`src/sv/assert_macros.svh`:
```
// ----------------------------------------------------------------------------
// Assertion macros
// Concurrent assertion wrappers; they compile to nothing when SYNTHESIS is set.
// ----------------------------------------------------------------------------
`ifndef ASSERT_MACROS_SVH
`define ASSERT_MACROS_SVH

`ifndef SYNTHESIS
`define ASSERT_PROP(lbl, clk, rst_n, prop, msg) \
  lbl: assert property (@(posedge clk) disable iff (!(rst_n)) prop) else $error(msg);
`define ASSERT_NEVER(lbl, clk, rst_n, cond, msg) \
  lbl: assert property (@(posedge clk) disable iff (!(rst_n)) !(cond)) else $error(msg);
`else
`define ASSERT_PROP(lbl, clk, rst_n, prop, msg)
`define ASSERT_NEVER(lbl, clk, rst_n, cond, msg)
`endif

`endif

```
`src/sv/spt_pkg.sv`:
```
// ----------------------------------------------------------------------------
// spt_pkg
// Shared types, constants and helper functions of the pan/tilt command block.
// ----------------------------------------------------------------------------
package spt_pkg;

  localparam int unsigned LEN_W = 6;
  localparam logic [LEN_W-1:0] LINE_MAX = 6'd49;

  localparam logic [7:0] CHAR_CR    = 8'd13;
  localparam logic [7:0] CHAR_AMP   = 8'h26;
  localparam logic [7:0] CHAR_PLUS  = 8'h2B;
  localparam logic [7:0] CHAR_MINUS = 8'h2D;
  localparam logic [7:0] CHAR_ZERO  = 8'h30;
  localparam logic [7:0] CHAR_NINE  = 8'h39;
  localparam logic [7:0] CHAR_TAB   = 8'd9;
  localparam logic [7:0] CHAR_FF    = 8'd12;
  localparam logic [7:0] CHAR_SPACE = 8'd32;

  localparam logic [7:0] ANGLE_MAX  = 8'd180;
  localparam logic [7:0] ANGLE_OFS  = 8'd45;
  // 569/1024 sits just above 5/9; the error stays below one step for x <= 225
  localparam logic [16:0] CMP_RECIP = 17'd569;

  localparam logic [7:0] PAN_MAX_RST    = 8'd180;
  localparam logic [7:0] TILT_HOME_RST  = 8'd45;
  localparam logic [6:0] TILT_STEP_RST  = 7'd10;
  localparam logic [7:0] TILT_LIMIT_RST = 8'd135;

  localparam int unsigned CFG_IDX_W  = 2;
  localparam int unsigned CFG_DATA_W = 8;

  typedef enum logic [CFG_IDX_W-1:0] {
    CFG_PAN_MAX    = 2'd0,
    CFG_TILT_HOME  = 2'd1,
    CFG_TILT_STEP  = 2'd2,
    CFG_TILT_LIMIT = 2'd3
  } cfg_idx_e;

  typedef enum logic [2:0] {
    KIND_NONE   = 3'd0,
    KIND_MANUAL = 3'd1,
    KIND_AUTO   = 3'd2,
    KIND_STOP   = 3'd3,
    KIND_POS    = 3'd4,
    KIND_OTHER  = 3'd5
  } line_kind_e;

  // Parser to sweep: mode after this item, and a direct position request
  typedef struct packed {
    logic       manual;
    logic       stopped;
    logic       pos_load;
    logic [7:0] pos_pan;
    logic [7:0] pos_tilt;
  } parse_ctl_t;

  typedef struct packed {
    line_kind_e kind;
    logic       stopped;
    logic       manual;
    logic [6:0] tilt_cmp;
    logic [6:0] pan_cmp;
  } result_t;

  function automatic logic [7:0] kw_manual_char(input logic [2:0] pos);
    logic [7:0] c;
    case (pos)
      3'd0:    c = 8'h6D; // m
      3'd1:    c = 8'h61; // a
      3'd2:    c = 8'h6E; // n
      3'd3:    c = 8'h75; // u
      3'd4:    c = 8'h61; // a
      3'd5:    c = 8'h6C; // l
      default: c = 8'h00;
    endcase
    return c;
  endfunction

  function automatic logic [7:0] kw_auto_char(input logic [1:0] pos);
    logic [7:0] c;
    case (pos)
      2'd0:    c = 8'h61; // a
      2'd1:    c = 8'h75; // u
      2'd2:    c = 8'h74; // t
      2'd3:    c = 8'h6F; // o
      default: c = 8'h00;
    endcase
    return c;
  endfunction

  function automatic logic [7:0] kw_stop_char(input logic [1:0] pos);
    logic [7:0] c;
    case (pos)
      2'd0:    c = 8'h73; // s
      2'd1:    c = 8'h74; // t
      2'd2:    c = 8'h6F; // o
      2'd3:    c = 8'h70; // p
      default: c = 8'h00;
    endcase
    return c;
  endfunction

  // Negative numbers go to zero, large ones to the top of the servo range
  function automatic logic [7:0] finish_number(input logic [7:0] v, input logic neg);
    logic [7:0] r;
    if (neg) begin
      r = 8'd0;
    end else if (v > ANGLE_MAX) begin
      r = ANGLE_MAX;
    end else begin
      r = v;
    end
    return r;
  endfunction

  // floor((min(a,180)+45)*5/9) by reciprocal multiply
  function automatic logic [6:0] to_compare(input logic [7:0] a);
    logic [7:0]  x;
    logic [16:0] p;
    x = (a > ANGLE_MAX) ? ANGLE_MAX : a;
    x = x + ANGLE_OFS;
    p = {9'd0, x} * CMP_RECIP;
    return p[16:10];
  endfunction

endpackage

```
`src/sv/spt_line_parser.sv`:
```
// ----------------------------------------------------------------------------
// spt_line_parser
// Collects received characters into a line, matches the keywords, parses the
// n&m position text and classifies the line at carriage return.
// ----------------------------------------------------------------------------
module spt_line_parser #(
  parameter logic [spt_pkg::LEN_W-1:0] LINE_MAX = spt_pkg::LINE_MAX
) (
  input  logic                    clk_i,
  input  logic                    rst_ni,
  input  logic                    byte_i,
  input  logic [7:0]              data_i,
  output spt_pkg::parse_ctl_t     ctl_o,
  output spt_pkg::line_kind_e     kind_o
);

  logic [spt_pkg::LEN_W-1:0] len_q, len_d;
  logic [2:0]                kw_q, kw_d;
  logic                      in2_q, in2_d;
  logic                      done_q, done_d;
  logic [7:0]                n1_q, n1_d;
  logic [7:0]                n2_q, n2_d;
  logic [1:0]                sign_q, sign_d;
  logic                      manual_q, manual_d;
  logic                      stop_q, stop_d;

  logic [7:0]  cur;
  logic [11:0] acc;
  logic [2:0]  kw_hit;
  logic        is_digit;
  logic        is_blank;
  spt_pkg::line_kind_e kind;

  always_comb begin
    len_d    = len_q;
    kw_d     = kw_q;
    in2_d    = in2_q;
    done_d   = done_q;
    n1_d     = n1_q;
    n2_d     = n2_q;
    sign_d   = sign_q;
    manual_d = manual_q;
    stop_d   = stop_q;
    kind     = spt_pkg::KIND_NONE;
    cur      = in2_q ? n2_q : n1_q;
    acc      = {4'd0, cur} * 12'd10 + {4'd0, data_i - spt_pkg::CHAR_ZERO};
    is_digit = (data_i >= spt_pkg::CHAR_ZERO) && (data_i <= spt_pkg::CHAR_NINE);
    is_blank = ((data_i >= spt_pkg::CHAR_TAB) && (data_i <= spt_pkg::CHAR_FF)) ||
               (data_i == spt_pkg::CHAR_SPACE);
    kw_hit[0] = kw_q[0] && (len_q < 6'd6) &&
                (data_i == spt_pkg::kw_manual_char(len_q[2:0]));
    kw_hit[1] = kw_q[1] && (len_q < 6'd4) &&
                (data_i == spt_pkg::kw_auto_char(len_q[1:0]));
    kw_hit[2] = kw_q[2] && (len_q < 6'd4) &&
                (data_i == spt_pkg::kw_stop_char(len_q[1:0]));

    ctl_o.pos_load = 1'b0;
    ctl_o.pos_pan  = n1_q;
    ctl_o.pos_tilt = spt_pkg::finish_number(n2_q, sign_q[0]);

    if (byte_i && (data_i == spt_pkg::CHAR_CR)) begin
      if (kw_q[0] && (len_q == 6'd6)) begin
        kind = spt_pkg::KIND_MANUAL;
      end else if (kw_q[1] && (len_q == 6'd4)) begin
        kind = spt_pkg::KIND_AUTO;
      end else if (kw_q[2] && (len_q == 6'd4)) begin
        kind = spt_pkg::KIND_STOP;
      end else if (in2_q) begin
        kind = spt_pkg::KIND_POS;
      end else begin
        kind = spt_pkg::KIND_OTHER;
      end
      stop_d = (kind == spt_pkg::KIND_STOP);
      if (kind == spt_pkg::KIND_MANUAL) begin
        manual_d = 1'b1;
      end
      if (kind == spt_pkg::KIND_AUTO) begin
        manual_d = 1'b0;
      end
      ctl_o.pos_load = (kind == spt_pkg::KIND_POS) && manual_q;
      // clear the line
      len_d  = '0;
      kw_d   = 3'b111;
      in2_d  = 1'b0;
      done_d = 1'b0;
      n1_d   = '0;
      n2_d   = '0;
      sign_d = '0;
    end else if (byte_i && (len_q < LINE_MAX)) begin
      kw_d  = kw_hit;
      len_d = len_q + 1'b1;
      if ((data_i == spt_pkg::CHAR_AMP) && !in2_q) begin
        n1_d   = spt_pkg::finish_number(n1_q, sign_q[0]);
        in2_d  = 1'b1;
        done_d = 1'b0;
        sign_d = '0;
        n2_d   = '0;
      end else if (!done_q) begin
        if (is_digit) begin
          cur       = (acc > 12'd255) ? 8'd255 : acc[7:0];
          sign_d[1] = 1'b1;
        end else if (!sign_q[1] &&
                     ((data_i == spt_pkg::CHAR_PLUS) || (data_i == spt_pkg::CHAR_MINUS))) begin
          sign_d = {1'b1, data_i == spt_pkg::CHAR_MINUS};
        end else if (!(!sign_q[1] && is_blank)) begin
          done_d = 1'b1;
        end
        if (in2_q) begin
          n2_d = cur;
        end else begin
          n1_d = cur;
        end
      end
    end

    ctl_o.manual  = manual_d;
    ctl_o.stopped = stop_d;
    kind_o        = kind;
  end

  always_ff @(posedge clk_i or negedge rst_ni) begin
    if (!rst_ni) begin
      len_q    <= '0;
      kw_q     <= 3'b111;
      in2_q    <= 1'b0;
      done_q   <= 1'b0;
      n1_q     <= '0;
      n2_q     <= '0;
      sign_q   <= '0;
      manual_q <= 1'b0;
      stop_q   <= 1'b0;
    end else begin
      len_q    <= len_d;
      kw_q     <= kw_d;
      in2_q    <= in2_d;
      done_q   <= done_d;
      n1_q     <= n1_d;
      n2_q     <= n2_d;
      sign_q   <= sign_d;
      manual_q <= manual_d;
      stop_q   <= stop_d;
    end
  end

endmodule

```
`src/sv/spt_sweep.sv`:
```
// ----------------------------------------------------------------------------
// spt_sweep
// Holds the sweep settings, the pan/tilt sweep angles and the two PWM
// compare registers; steps the sweep on each tick in auto mode unless stopped.
// ----------------------------------------------------------------------------
`include "assert_macros.svh"

module spt_sweep (
  input  logic                              clk_i,
  input  logic                              rst_ni,
  input  logic                              cfg_we_i,
  input  logic [spt_pkg::CFG_IDX_W-1:0]     cfg_idx_i,
  input  logic [spt_pkg::CFG_DATA_W-1:0]    cfg_data_i,
  input  logic                              tick_i,
  input  spt_pkg::parse_ctl_t               ctl_i,
  output logic [6:0]                        pan_cmp_o,
  output logic [6:0]                        tilt_cmp_o
);

  logic [7:0] pan_max_q;
  logic [7:0] tilt_home_q;
  logic [6:0] tilt_step_q;
  logic [7:0] tilt_limit_q;

  logic [7:0] pan_ang_q, pan_ang_d;
  logic       down_q, down_d;
  logic [7:0] tilt_ang_q, tilt_ang_d;
  logic [6:0] pan_cmp_q, pan_cmp_d;
  logic [6:0] tilt_cmp_q, tilt_cmp_d;

  logic [8:0] tilt_sum;
  logic [7:0] tilt_add;
  logic [7:0] pan_step;

  always_ff @(posedge clk_i or negedge rst_ni) begin
    if (!rst_ni) begin
      pan_max_q    <= spt_pkg::PAN_MAX_RST;
      tilt_home_q  <= spt_pkg::TILT_HOME_RST;
      tilt_step_q  <= spt_pkg::TILT_STEP_RST;
      tilt_limit_q <= spt_pkg::TILT_LIMIT_RST;
    end else if (cfg_we_i) begin
      case (spt_pkg::cfg_idx_e'(cfg_idx_i))
        spt_pkg::CFG_PAN_MAX:    pan_max_q    <= cfg_data_i;
        spt_pkg::CFG_TILT_HOME:  tilt_home_q  <= cfg_data_i;
        spt_pkg::CFG_TILT_STEP:  tilt_step_q  <= cfg_data_i[6:0];
        spt_pkg::CFG_TILT_LIMIT: tilt_limit_q <= cfg_data_i;
        default: ;
      endcase
    end
  end

  always_comb begin
    pan_ang_d  = pan_ang_q;
    down_d     = down_q;
    tilt_ang_d = tilt_ang_q;
    pan_cmp_d  = pan_cmp_q;
    tilt_cmp_d = tilt_cmp_q;
    // saturating tilt increment, used at either end of the pan sweep
    tilt_sum   = {1'b0, tilt_ang_q} + {2'b00, tilt_step_q};
    tilt_add   = tilt_sum[8] ? 8'd255 : tilt_sum[7:0];
    pan_step   = pan_ang_q;

    if (ctl_i.pos_load) begin
      pan_cmp_d  = spt_pkg::to_compare(ctl_i.pos_pan);
      tilt_cmp_d = spt_pkg::to_compare(ctl_i.pos_tilt);
    end

    if (tick_i && !ctl_i.manual) begin
      pan_cmp_d  = spt_pkg::to_compare(pan_ang_q);
      tilt_cmp_d = spt_pkg::to_compare(tilt_ang_q);
      if (!ctl_i.stopped) begin
        if (!down_q) begin
          pan_step = (pan_ang_q < pan_max_q) ? pan_ang_q + 8'd1 : pan_ang_q;
          if (pan_step >= pan_max_q) begin
            pan_ang_d  = pan_max_q;
            down_d     = 1'b1;
            tilt_ang_d = tilt_add;
          end else begin
            pan_ang_d = pan_step;
          end
        end else begin
          pan_step  = (pan_ang_q != 8'd0) ? pan_ang_q - 8'd1 : pan_ang_q;
          pan_ang_d = pan_step;
          if (pan_step == 8'd0) begin
            down_d     = 1'b0;
            tilt_ang_d = (tilt_add >= tilt_limit_q) ? tilt_home_q : tilt_add;
          end
        end
      end
    end
  end

  always_ff @(posedge clk_i or negedge rst_ni) begin
    if (!rst_ni) begin
      pan_ang_q  <= '0;
      down_q     <= 1'b0;
      tilt_ang_q <= spt_pkg::TILT_HOME_RST;
      pan_cmp_q  <= '0;
      tilt_cmp_q <= '0;
    end else begin
      pan_ang_q  <= pan_ang_d;
      down_q     <= down_d;
      tilt_ang_q <= tilt_ang_d;
      pan_cmp_q  <= pan_cmp_d;
      tilt_cmp_q <= tilt_cmp_d;
    end
  end

  assign pan_cmp_o  = pan_cmp_d;
  assign tilt_cmp_o = tilt_cmp_d;

  `ASSERT_NEVER(a_pan_cmp_range, clk_i, rst_ni, pan_cmp_q > 7'd125,
                "pan compare out of range")
  `ASSERT_NEVER(a_tilt_cmp_range, clk_i, rst_ni, tilt_cmp_q > 7'd125,
                "tilt compare out of range")
  `ASSERT_PROP(a_manual_tick_hold, clk_i, rst_ni,
               (tick_i && ctl_i.manual) |=>
               (pan_ang_q == $past(pan_ang_q)) && (pan_cmp_q == $past(pan_cmp_q)),
               "tick moved servo in manual mode")
  `ASSERT_PROP(a_stopped_hold, clk_i, rst_ni,
               (tick_i && ctl_i.stopped) |=>
               (pan_ang_q == $past(pan_ang_q)) && (tilt_ang_q == $past(tilt_ang_q)),
               "sweep moved while stopped")

endmodule

```
`src/sv/servo_pan_tilt_sweep_command_top.sv`:
```
// ----------------------------------------------------------------------------
// servo_pan_tilt_sweep_command_top
// Two-servo pan/tilt controller driven by received text lines and sweep ticks.
// ----------------------------------------------------------------------------
// Input stream: each request is a received character (tuser low, tdata the
// byte) or a 10 ms sweep tick (tuser high, tdata ignored). Carriage return
// ends a line: "manual", "auto", "stop" or a position command n&m.
// Output stream: exactly one result per input request, carrying both PWM
// compare values, the mode, the stop flag and the kind of line just ended.
// Configuration: write pan_max, tilt_home, tilt_step and tilt_limit through
// cfg_we_i/cfg_idx_i/cfg_data_i while no request is in flight.
// Each result is registered in the output register, or in the skid register
// if that is full. Throughput: one request per cycle while tready is high,
// set by the single pass from parser and sweep state into the result register.
// Stall: a two-entry result buffer (output register plus skid) keeps taking
// requests while one result waits; tready drops only when both hold data.
// Reset: auto mode, pan 0 rising, tilt 45, compares 0, settings to defaults,
// result buffer empty.
// ----------------------------------------------------------------------------
`include "assert_macros.svh"

module servo_pan_tilt_sweep_command_top #(
  // longest kept line; later characters are dropped
  parameter logic [spt_pkg::LEN_W-1:0] LINE_MAX = spt_pkg::LINE_MAX
) (
  input  logic                           clk_i,
  input  logic                           rst_ni,
  // configuration write port
  input  logic                           cfg_we_i,
  input  logic [spt_pkg::CFG_IDX_W-1:0]  cfg_idx_i,
  input  logic [spt_pkg::CFG_DATA_W-1:0] cfg_data_i,
  // request stream
  input  logic                           s_axis_tvalid_i,
  output logic                           s_axis_tready_o,
  input  logic [7:0]                     s_axis_tdata_i,  // [7:0] rx_byte
  input  logic                           s_axis_tuser_i,  // [0] op
  // result stream
  output logic                           m_axis_tvalid_o,
  input  logic                           m_axis_tready_i,
  // [6:0] pan_compare, [13:7] tilt_compare, [14] manual_mode,
  // [15] sweep_stopped, [18:16] line_kind, [23:19] zero
  output logic [23:0]                    m_axis_tdata_o
);

  spt_pkg::parse_ctl_t ctl;
  spt_pkg::line_kind_e kind;
  spt_pkg::result_t    res;
  spt_pkg::result_t    out_data_q;
  spt_pkg::result_t    skid_data_q;
  logic                out_v_q;
  logic                skid_v_q;
  logic                accept;
  logic                out_free;
  logic [6:0]          pan_cmp;
  logic [6:0]          tilt_cmp;

  // take a request whenever the skid slot is empty
  assign s_axis_tready_o = !skid_v_q;
  assign accept          = s_axis_tvalid_i && s_axis_tready_o;
  assign out_free        = !out_v_q || m_axis_tready_i;

  spt_line_parser #(
    .LINE_MAX (LINE_MAX)
  ) u_parser (
    .clk_i  (clk_i),
    .rst_ni (rst_ni),
    .byte_i (accept && !s_axis_tuser_i),
    .data_i (s_axis_tdata_i),
    .ctl_o  (ctl),
    .kind_o (kind)
  );

  spt_sweep u_sweep (
    .clk_i      (clk_i),
    .rst_ni     (rst_ni),
    .cfg_we_i   (cfg_we_i),
    .cfg_idx_i  (cfg_idx_i),
    .cfg_data_i (cfg_data_i),
    .tick_i     (accept && s_axis_tuser_i),
    .ctl_i      (ctl),
    .pan_cmp_o  (pan_cmp),
    .tilt_cmp_o (tilt_cmp)
  );

  always_comb begin
    res.kind     = kind;
    res.stopped  = ctl.stopped;
    res.manual   = ctl.manual;
    res.tilt_cmp = tilt_cmp;
    res.pan_cmp  = pan_cmp;
  end

  // result buffer control: drain skid first, else load the fresh result
  always_ff @(posedge clk_i or negedge rst_ni) begin
    if (!rst_ni) begin
      out_v_q  <= 1'b0;
      skid_v_q <= 1'b0;
    end else if (out_free) begin
      if (skid_v_q) begin
        out_v_q  <= 1'b1;
        skid_v_q <= 1'b0;
      end else begin
        out_v_q <= accept;
      end
    end else if (accept) begin
      skid_v_q <= 1'b1;
    end
  end

  // payload holds, no reset needed
  always_ff @(posedge clk_i) begin
    if (out_free) begin
      out_data_q <= skid_v_q ? skid_data_q : res;
    end else if (accept) begin
      skid_data_q <= res;
    end
  end

  assign m_axis_tvalid_o = out_v_q;
  assign m_axis_tdata_o  = {5'd0, out_data_q};

  `ASSERT_NEVER(a_skid_needs_out, clk_i, rst_ni, skid_v_q && !out_v_q,
                "skid full with output empty")
  `ASSERT_PROP(a_skid_drain, clk_i, rst_ni,
               (skid_v_q && m_axis_tready_i) |=>
               out_v_q && (out_data_q == $past(skid_data_q)),
               "skid result lost on drain")
  `ASSERT_PROP(a_accept_shows, clk_i, rst_ni,
               (accept && !out_v_q) |=> out_v_q && !skid_v_q,
               "accepted request gave no result")

endmodule

```
`config.mk`:
```
export PLATFORM = sky130hd
export DESIGN_NAME = servo_pan_tilt_sweep_command_top
export DESIGN_NICKNAME = d
export VERILOG_FILES = /design/src/sv/spt_pkg.sv /design/src/sv/spt_line_parser.sv /design/src/sv/spt_sweep.sv /design/src/sv/servo_pan_tilt_sweep_command_top.sv
export VERILOG_INCLUDE_DIRS = /design/src /design/src/sv
export SDC_FILE = /design/constraint.sdc
export NUM_CORES = 1
export LEC_CHECK = 0
export ABC_AREA = 1
export BUFFER_PORTS_ARGS = -buffer_cell sky130_fd_sc_hd__clkbuf_2
export CAP_MARGIN = 5
export CELL_PAD_IN_SITES_DETAIL_PLACEMENT = 1
export CELL_PAD_IN_SITES_GLOBAL_PLACEMENT = 1
export CORE_MARGIN = 2
export CORE_UTILIZATION = 43
export DETAILED_ROUTE_END_ITERATION = 10
export HOLD_SLACK_MARGIN = 0.1
export PLACE_DENSITY = 0.88
export SLEW_MARGIN = 20
export SYNTH_ARGS = -nofsm -noshare
export SYNTH_HDL_FRONTEND = slang
export SYNTH_HIERARCHICAL = 1
export SYNTH_SLANG_ARGS = --single-unit
export TNS_END_PERCENT = 100
```
`constraint.sdc`:
```
create_clock -name clk_i -period 5.75 [get_ports clk_i]
set_input_delay 1.15 -clock clk_i [delete_from_list [all_inputs] [get_ports clk_i]]
set_output_delay 1.15 -clock clk_i [all_outputs]
set_load 0.01 [all_outputs]
```
==> metrics list, run 1 <==
- Sequential area share after synthesis: 25.6%
* Number of enable-type register cells in the synthesized netlist: 38
- Endpoints failing setup: 22
* Buf/Inv on CP: 10
* Antenna diode count: 0
* Signed area change from the synthesized netlist to the final layout: 19.3%
* Average wire per cell in the routed design: 20.7 um
- Routed vias/inst: 5.79
* Number of buffers between clock root and the deepest sink: 2
- At the pin with the least slew margin, the transition time is 0.945 ns.
* Crit end category: flip-flop
- The first global-routing pass estimated 74600 um of wire.
* Worst path required time: 5.96 ns
- In this run the count of I/O pins placed on the die edge is 50.
- The min-delay analysis places its worst path in the category reg2reg.
- Each instance of the synthesized netlist takes up on average 7.50 um^2.
- The floorplan has 65 rows.
* WP data arrival: 6.56 ns
- Die X-Extent: 184 um
- RSZ-0062 raised after global routing: yes
- Leaving out fill and tap cells, the most frequent cell in the layout is nand2_1.
- Worst Clk Skew: 0.0212 ns
- For this block, the via count after detailed routing is 13900.
- Library cell contributing the largest single delay on the critical path: fa_1
* Tightest hold margin: 0.480 ns
* Count of pins over their slew limit: 0
- After clock tree synthesis, the clock-pin slew on the worst setup and hold paths is 0.07 ns.
- For this design, the CTS-stage hold fixing added 0 buffers.
- Top library cells by usage in the layout, fill and taps aside: 438 x nand2_1, 271 x inv_1, 190 x ha_1
- Counting flops with an async set or reset pin after synthesis yields a share of 71.4%.
- Root buffer cell: clkbuf_16
- Measured against its own limit, the worst slew margin works out to 37.0%.
- Of the available clock period, the critical path in the final layout requires 110%.
- Number of routed nets with antenna violations: 0
- Peak Freq: 0.157 GHz
* Clk_lat worst skew: 0.47 ns
- The most critical setup path has its startpoint at u_parser/n2_q[5].
- Detailed placement finished with a half-perimeter wire length of 33700 um.
* Clock sink count: 133
* Chip height: 184 um
- The final layout contains routed wiring with a total length of 49900 um.
- Number of buffers inserted during clock tree synthesis: 17
- The synthesized netlist occupies a cell area of 13900 um^2.
- The total overflow left after global routing is 0.
- # DRC: 0
- The detailed router finished its first iteration with 824 violations.
- Violations in the final reports: setup timing
* Final hold viol count: 0
* Start point of the worst min-delay path: u_parser/kw_q[1]
- Most used flip-flop cell after synthesis: dfrtp_1
- H-Tree Level Count: 4
- Initial standard-cell utilization of the core: 43.9%
- Total of flip-flops plus latches after synthesis: 133
* Worst path max stage delay: 0.61 ns
- Crit-path max FO: 4
* Antenna violations before repair: 0
- Of the cells placed in the final design, the portion with a size suffix greater than 1 is 20.1%.
- Kind of cell adding the most delay to the critical path: simple AND/OR/NAND/NOR gates
* Warnings from Yosys: 6
- Overall track demand over capacity in global routing: 27.8%
- The most numerous cell type found on the critical path is inv_2.
- Max-cap viol count: 0
- Number of different library cells in the post-synthesis netlist: 54
* Placer congestion estimate: 0.864
- In the post-route analysis, the smallest setup slack over all paths is -0.602 ns.
* Final-layout fill cell count: 3898
* Pin count of the biggest net entering global routing: 55
- Post-layout minimum cycle time: 6.35 ns
- CTS tree: done
- The number of global-route vias before repair was 14700.
- Post-Synthesis Cells: 1850
- Die Outline Area: 33700 um^2
- Worst Setup Start Kind: flip-flop
* Critical register-to-register path startpoint: u_parser/n2_q[5]
* Critical path class: reg2reg
- The flow ran to the end, but the final reports show violations.
- For this run, the post-layout net count is 2276.
* Number of iterations in the first detailed-routing pass: 8
* # port buffers: 44
* Area of the core: 31600 um^2
## synth_stat cells (all sizes together), types with 11 or more instances
| library cell | count | area share (%) |
|---|---|---|
| nand2 | 486 | 14 |
| o211ai | 17 | 0.92 |
| buf | 21 | 1.2 |
| dfstp | 21 | 4.0 |
| nand4 | 20 | 1.0 |
| nand3 | 106 | 4.0 |
| xor2 | 27 | 1.7 |
| o21ai | 96 | 3.5 |
| nor2 | 144 | 4.3 |
| ha | 208 | 19 |
| or2 | 15 | 0.68 |
| a21oi | 113 | 4.2 |
| and2 | 11 | 0.53 |
| nor3 | 26 | 1.0 |
| fa | 49 | 7.1 |
| edfxtp | 38 | 8.2 |
| dfrtp | 74 | 13 |
| inv | 303 | 8.2 |
## logic make-up after synthesis
kind of cell,share of synthesized area (%)
compound gates,10.7
xor+xnor,2.15
fa+ha+maj,25.8
buf+inv,9.69
flops,25.6
other cells,0.0270
simple gates,26.1
## per-layer routing
| layer | routed length [um] | global-route usage, % | up-vias |
|---|---|---|---|
| met3 | 2270 | 4.28 | 214 |
| met5 | 0 | 0 | - |
| met4 | 2960 | 13.8 | 0 |
| li1 | - | - | 6297 |
| met2 | 25000 | 50.3 | 528 |
| met1 | 19700 | 31.7 | 6904 |
## flip-flops by register name, indices dropped and copies added (netlist names), 2 cells and up
name,count
m_axis_tdata_o,19
skid_data_q,19
u_parser/n1_q,8
u_parser/n2_q,8
u_sweep/pan_ang_q,8
u_sweep/pan_max_q,8
u_sweep/tilt_ang_q,8
u_sweep/tilt_home_q,8
u_sweep/tilt_limit_q,8
u_sweep/pan_cmp_q,7
u_sweep/tilt_cmp_q,7
u_sweep/tilt_step_q,7
u_parser/len_q,6
u_parser/kw_q,3
u_parser/sign_q,2
## layout make-up
class | count | area, um^2 | share of cell area [%]
Clock inverter | 15 | 176 | 1.07
Multi-Input combinational cell | 1386 | 9700 | 58.6
Timing Repair Buffer | 153 | 1060 | 6.38
Tap cell | 402 | 503 | 3.04
Sequential cell | 133 | 3550 | 21.4
Clock buffer | 17 | 425 | 2.57
Inverter | 304 | 1150 | 6.92
## tightest hold or removal path, stage by stage, from the launching register on
cell and delay (ns):
dfstp_2 0.36, inv_1 0.06, a21oi_1 0.06
## stage by stage
| stage | cell area [um^2] | utilization, % | instances | TNS (ns) | setup slack (ns) |
|---|---|---|---|---|---|
| 2_1_floorplan | 14000 | - | 1854 | 0 | 0.0116 |
| 3_3_place_gp | 15100 | 47.8 | 2350 | -0.254 | -0.125 |
| 3_5_place_dp | 15100 | 47.8 | 2350 | -6.68 | -0.521 |
| 4_1_cts | 16100 | 50.8 | 2394 | -2.01 | -0.298 |
| 5_1_grt | 16600 | 52.3 | 2410 | -14.53 | -0.802 |
| 6_report | 16600 | 52.3 | 2410 | -7.44 | -0.602 |
## worst paths after layout
kind                                        endpoint  slack (ns)  cells past startpoint
min in group asynchronous       u_sweep/pan_cmp_q[5]        0.71                      1
max in group asynchronous           u_parser/n1_q[3]        3.81                      2
worst min register to register      u_parser/kw_q[1]        0.48                      2
worst min-delay path                u_parser/kw_q[1]        0.48                      2
worst max-delay path              m_axis_tdata_o[13]       -0.60                     40
worst max register to register    m_axis_tdata_o[13]       -0.60                     40
## timing repair
item | 4_1_cts | 5_1_grt
endpoints found under the hold margin | 0 | 0
gates cloned | 0 | 0
pin swaps | 35 | 53
buffers inserted | 13 | 18
endpoints found under the setup margin | 28 | 39
gates resized for setup | 75 | 78
Power of run 1 is left out: the tool's default activity adds up to more than one toggle a clock period on the data nets, which glitch-free logic cannot reach.
==> run 2: changes to the inputs <==
--- a/config.mk
+++ b/config.mk
@@ -16,6 +16,7 @@
 export DETAILED_ROUTE_END_ITERATION = 10
 export HOLD_SLACK_MARGIN = 0.1
 export PLACE_DENSITY = 0.88
+export RECOVER_POWER = 25
 export SLEW_MARGIN = 20
 export SYNTH_ARGS = -nofsm -noshare
 export SYNTH_HDL_FRONTEND = slang
==> run 2 against run 1 <==
Net effect: the flow finishes with violations (capacitance limit, slew limit, setup timing); count of clock-buffer cells in the layout did not move; final cell count did not move; non-clock buffer count did not move; cell area barely moved; largest cell class unchanged; highest routed layer unchanged.
==> metrics list, run 2 (synthesis gave the netlist of run 1 again) <==
* Run status: finished with violations
* Violations in the final reports: capacitance limit, slew limit, setup timing
- Initial DRC count: 826
- At the pin with the least slew margin, the transition time is 2.71 ns.
* Final hold viol count: 0
- The worst register-to-register path ends at m_axis_tdata_o[13].
- Area of the core: 31600 um^2
- In the detailed route, the total length drawn on met3 is 2260 um.
* Most common cell after layout, fill and taps aside: nand2_1
- Cells with a size suffix above 1 make up 19.9% of the layout.
- Measured against its own limit, the worst slew margin works out to -80.9%.
- Chip height: 184 um
* Number of top-level pins: 50
- Worst Setup Start Kind: flip-flop
* Placed cell areas: 15100 um^2
- Number of routed nets with antenna violations: 0
* Peak Freq: 0.157 GHz
- In this design, the stage delay of the slowest critical-path cell is 0.61 ns.
- Prior to clock tree synthesis, the placed netlist has a worst setup slack of -0.521 ns.
* Die Outline Area: 33700 um^2
- The worst hold path terminates at u_parser/kw_q[1].
- In this run the most critical hold path is launched from u_parser/kw_q[1].
- Number of buffers inserted during clock tree synthesis: 17
- Among all stages on the critical path, the largest delay is contributed by fa_1.
* Final WS setup: -0.602 ns
- The longest clock path from root to sink contains 2 buffers.
- Using the TritonRoute via totals, the vias-per-cell ratio works out to 5.78.
- Data on the critical path arrives at its endpoint at 6.56 ns.
- Wire segments on met2 add up to 24900 um in the final route.
- Uppermost routed layer: met4
* Finished Cell Area: 16500 um^2
- The number of global-route vias before repair was 14700.
- In the routed design, unresolved DRC markers number 0.
* Antenna violations before repair: 0
- RSZ-0062 raised after global routing: yes
- Crit end category: flip-flop
- Nets: 2276
- # port buffers: 44
* DPL Wire Length: 33700 um
- Leaving out fill and tap cells, the most frequent cells in the layout are 438 x nand2_1, 271 x inv_1, 190 x ha_1.
- For this run, the total global-route usage over all layers was measured as 27.8%.
- The worst hold path was traced through 2 stages.
- Count of pins over their slew limit: 66
- Across all layers, the routed design uses 13900 vias.
- Worst path required time: 5.96 ns
* Placement Rows: 65
- First-pass GRT wire length: 74600 um
- Counting the fill cells in the layout gives 3899.
- In this run the worst path has a maximum fanout of 4.
* Clk_lat worst skew: 0.47 ns
- The clock tree synthesis step divided the H-tree into 4 levels.
- Average wire per cell in the routed design: 20.7 um
- Clock-pin slew was measured on the worst setup and hold paths at 0.07 ns.
- Register-to-register setup slack: -0.60 ns
- For this run, the detailed router's first-pass iteration total came to 7.
- TritonCTS built the clock tree.
* Critical path class: reg2reg
* Pin count of the biggest net entering global routing: 55
- Root buffer cell: clkbuf_16
* Antenna diode count: 0
- Clock skew on the completed layout was measured at 0.0215 ns.
* Most frequent cell on the critical path: inv_2
- Path type of the worst min-delay path: reg2reg
- Total global routing overflow: 0
- Clock sink count: 133
* Overall routed net length: 49900 um
* Die X-Extent: 184 um
- Max-cap viol count: 2
- Post-layout minimum cycle time: 6.35 ns
* FF-to-FF path depth: 40
* Initial standard-cell utilization of the core: 43.9%
- Critical register-to-register path startpoint: u_parser/n2_q[5]
* Placer congestion estimate: 0.864
* Endpoints failing setup: 22
- Signed area change from the synthesized netlist to the final layout: 19.3%
* Met1 wire length: 19800 um
- After layout, the worst path uses 110% of the clock period.
[run 2: area by class of cell]
type	count	area [um^2]	area share (%)
clock buffer	17	425	2.57
clock inverter	15	176	1.07
inverter	304	1150	6.93
multi-input combinational	1386	9700	58.6
sequential	133	3550	21.4
tap	402	503	3.04
timing repair buffer	153	1050	6.33
[run 2: routing by layer]
layer | vias to the layer above | GRT usage [%]
met5 | - | 0
met4 | 0 | 13.8
met3 | 214 | 4.28
met2 | 525 | 50.3
met1 | 6893 | 31.7
li1 | 6298 | -
[run 2: timing repair]
action                                  4_1_cts  5_1_grt
endpoints found under the hold margin         0        0
buffers inserted                             13       18
gates resized for setup                      75       78
pin swaps                                    35       53
endpoints found under the setup margin       28       39
hold buffers                                  0        0
[run 2: critical path, delay by kind of cell (launching register included)]
family / cells / cell delay, ns
buf+inv: 10 / 0.77
compound gates: 3 / 0.43
flops: 1 / 0.36
fa+ha+maj: 5 / 2.22
simple gates: 22 / 2.33
[run 2: how the worst max path moves through the flow]
stage / from / endpoint / slack (ns) / cells after the start
after global routing: u_parser/n2_q[4] / m_axis_tdata_o[13] / -0.80 / 40
after floorplan: u_parser/n2_q[7] / m_axis_tdata_o[13] / 0.01 / 37
after global placement: u_parser/n2_q[7] / m_axis_tdata_o[13] / -0.12 / 37
final: u_parser/n2_q[5] / m_axis_tdata_o[13] / -0.60 / 40
after detailed placement: u_parser/n2_q[7] / m_axis_tdata_o[13] / -0.52 / 37
after CTS: u_parser/n2_q[5] / m_axis_tdata_o[10] / -0.30 / 40
[run 2: through the flow]
step / utilization (%) / TNS [ns] / hold slack (ns) / instances
floorplan: - / 0 / 0.442 / 1854
global placement: 47.8 / -0.254 / 0.450 / 2350
detailed placement: 47.8 / -6.68 / 0.470 / 2350
CTS: 50.8 / -2.01 / 0.481 / 2394
global route: 52.3 / -14.53 / 0.508 / 2410
finish: 52.3 / -7.42 / 0.480 / 2410
Power of run 2 is left out for the same reason.
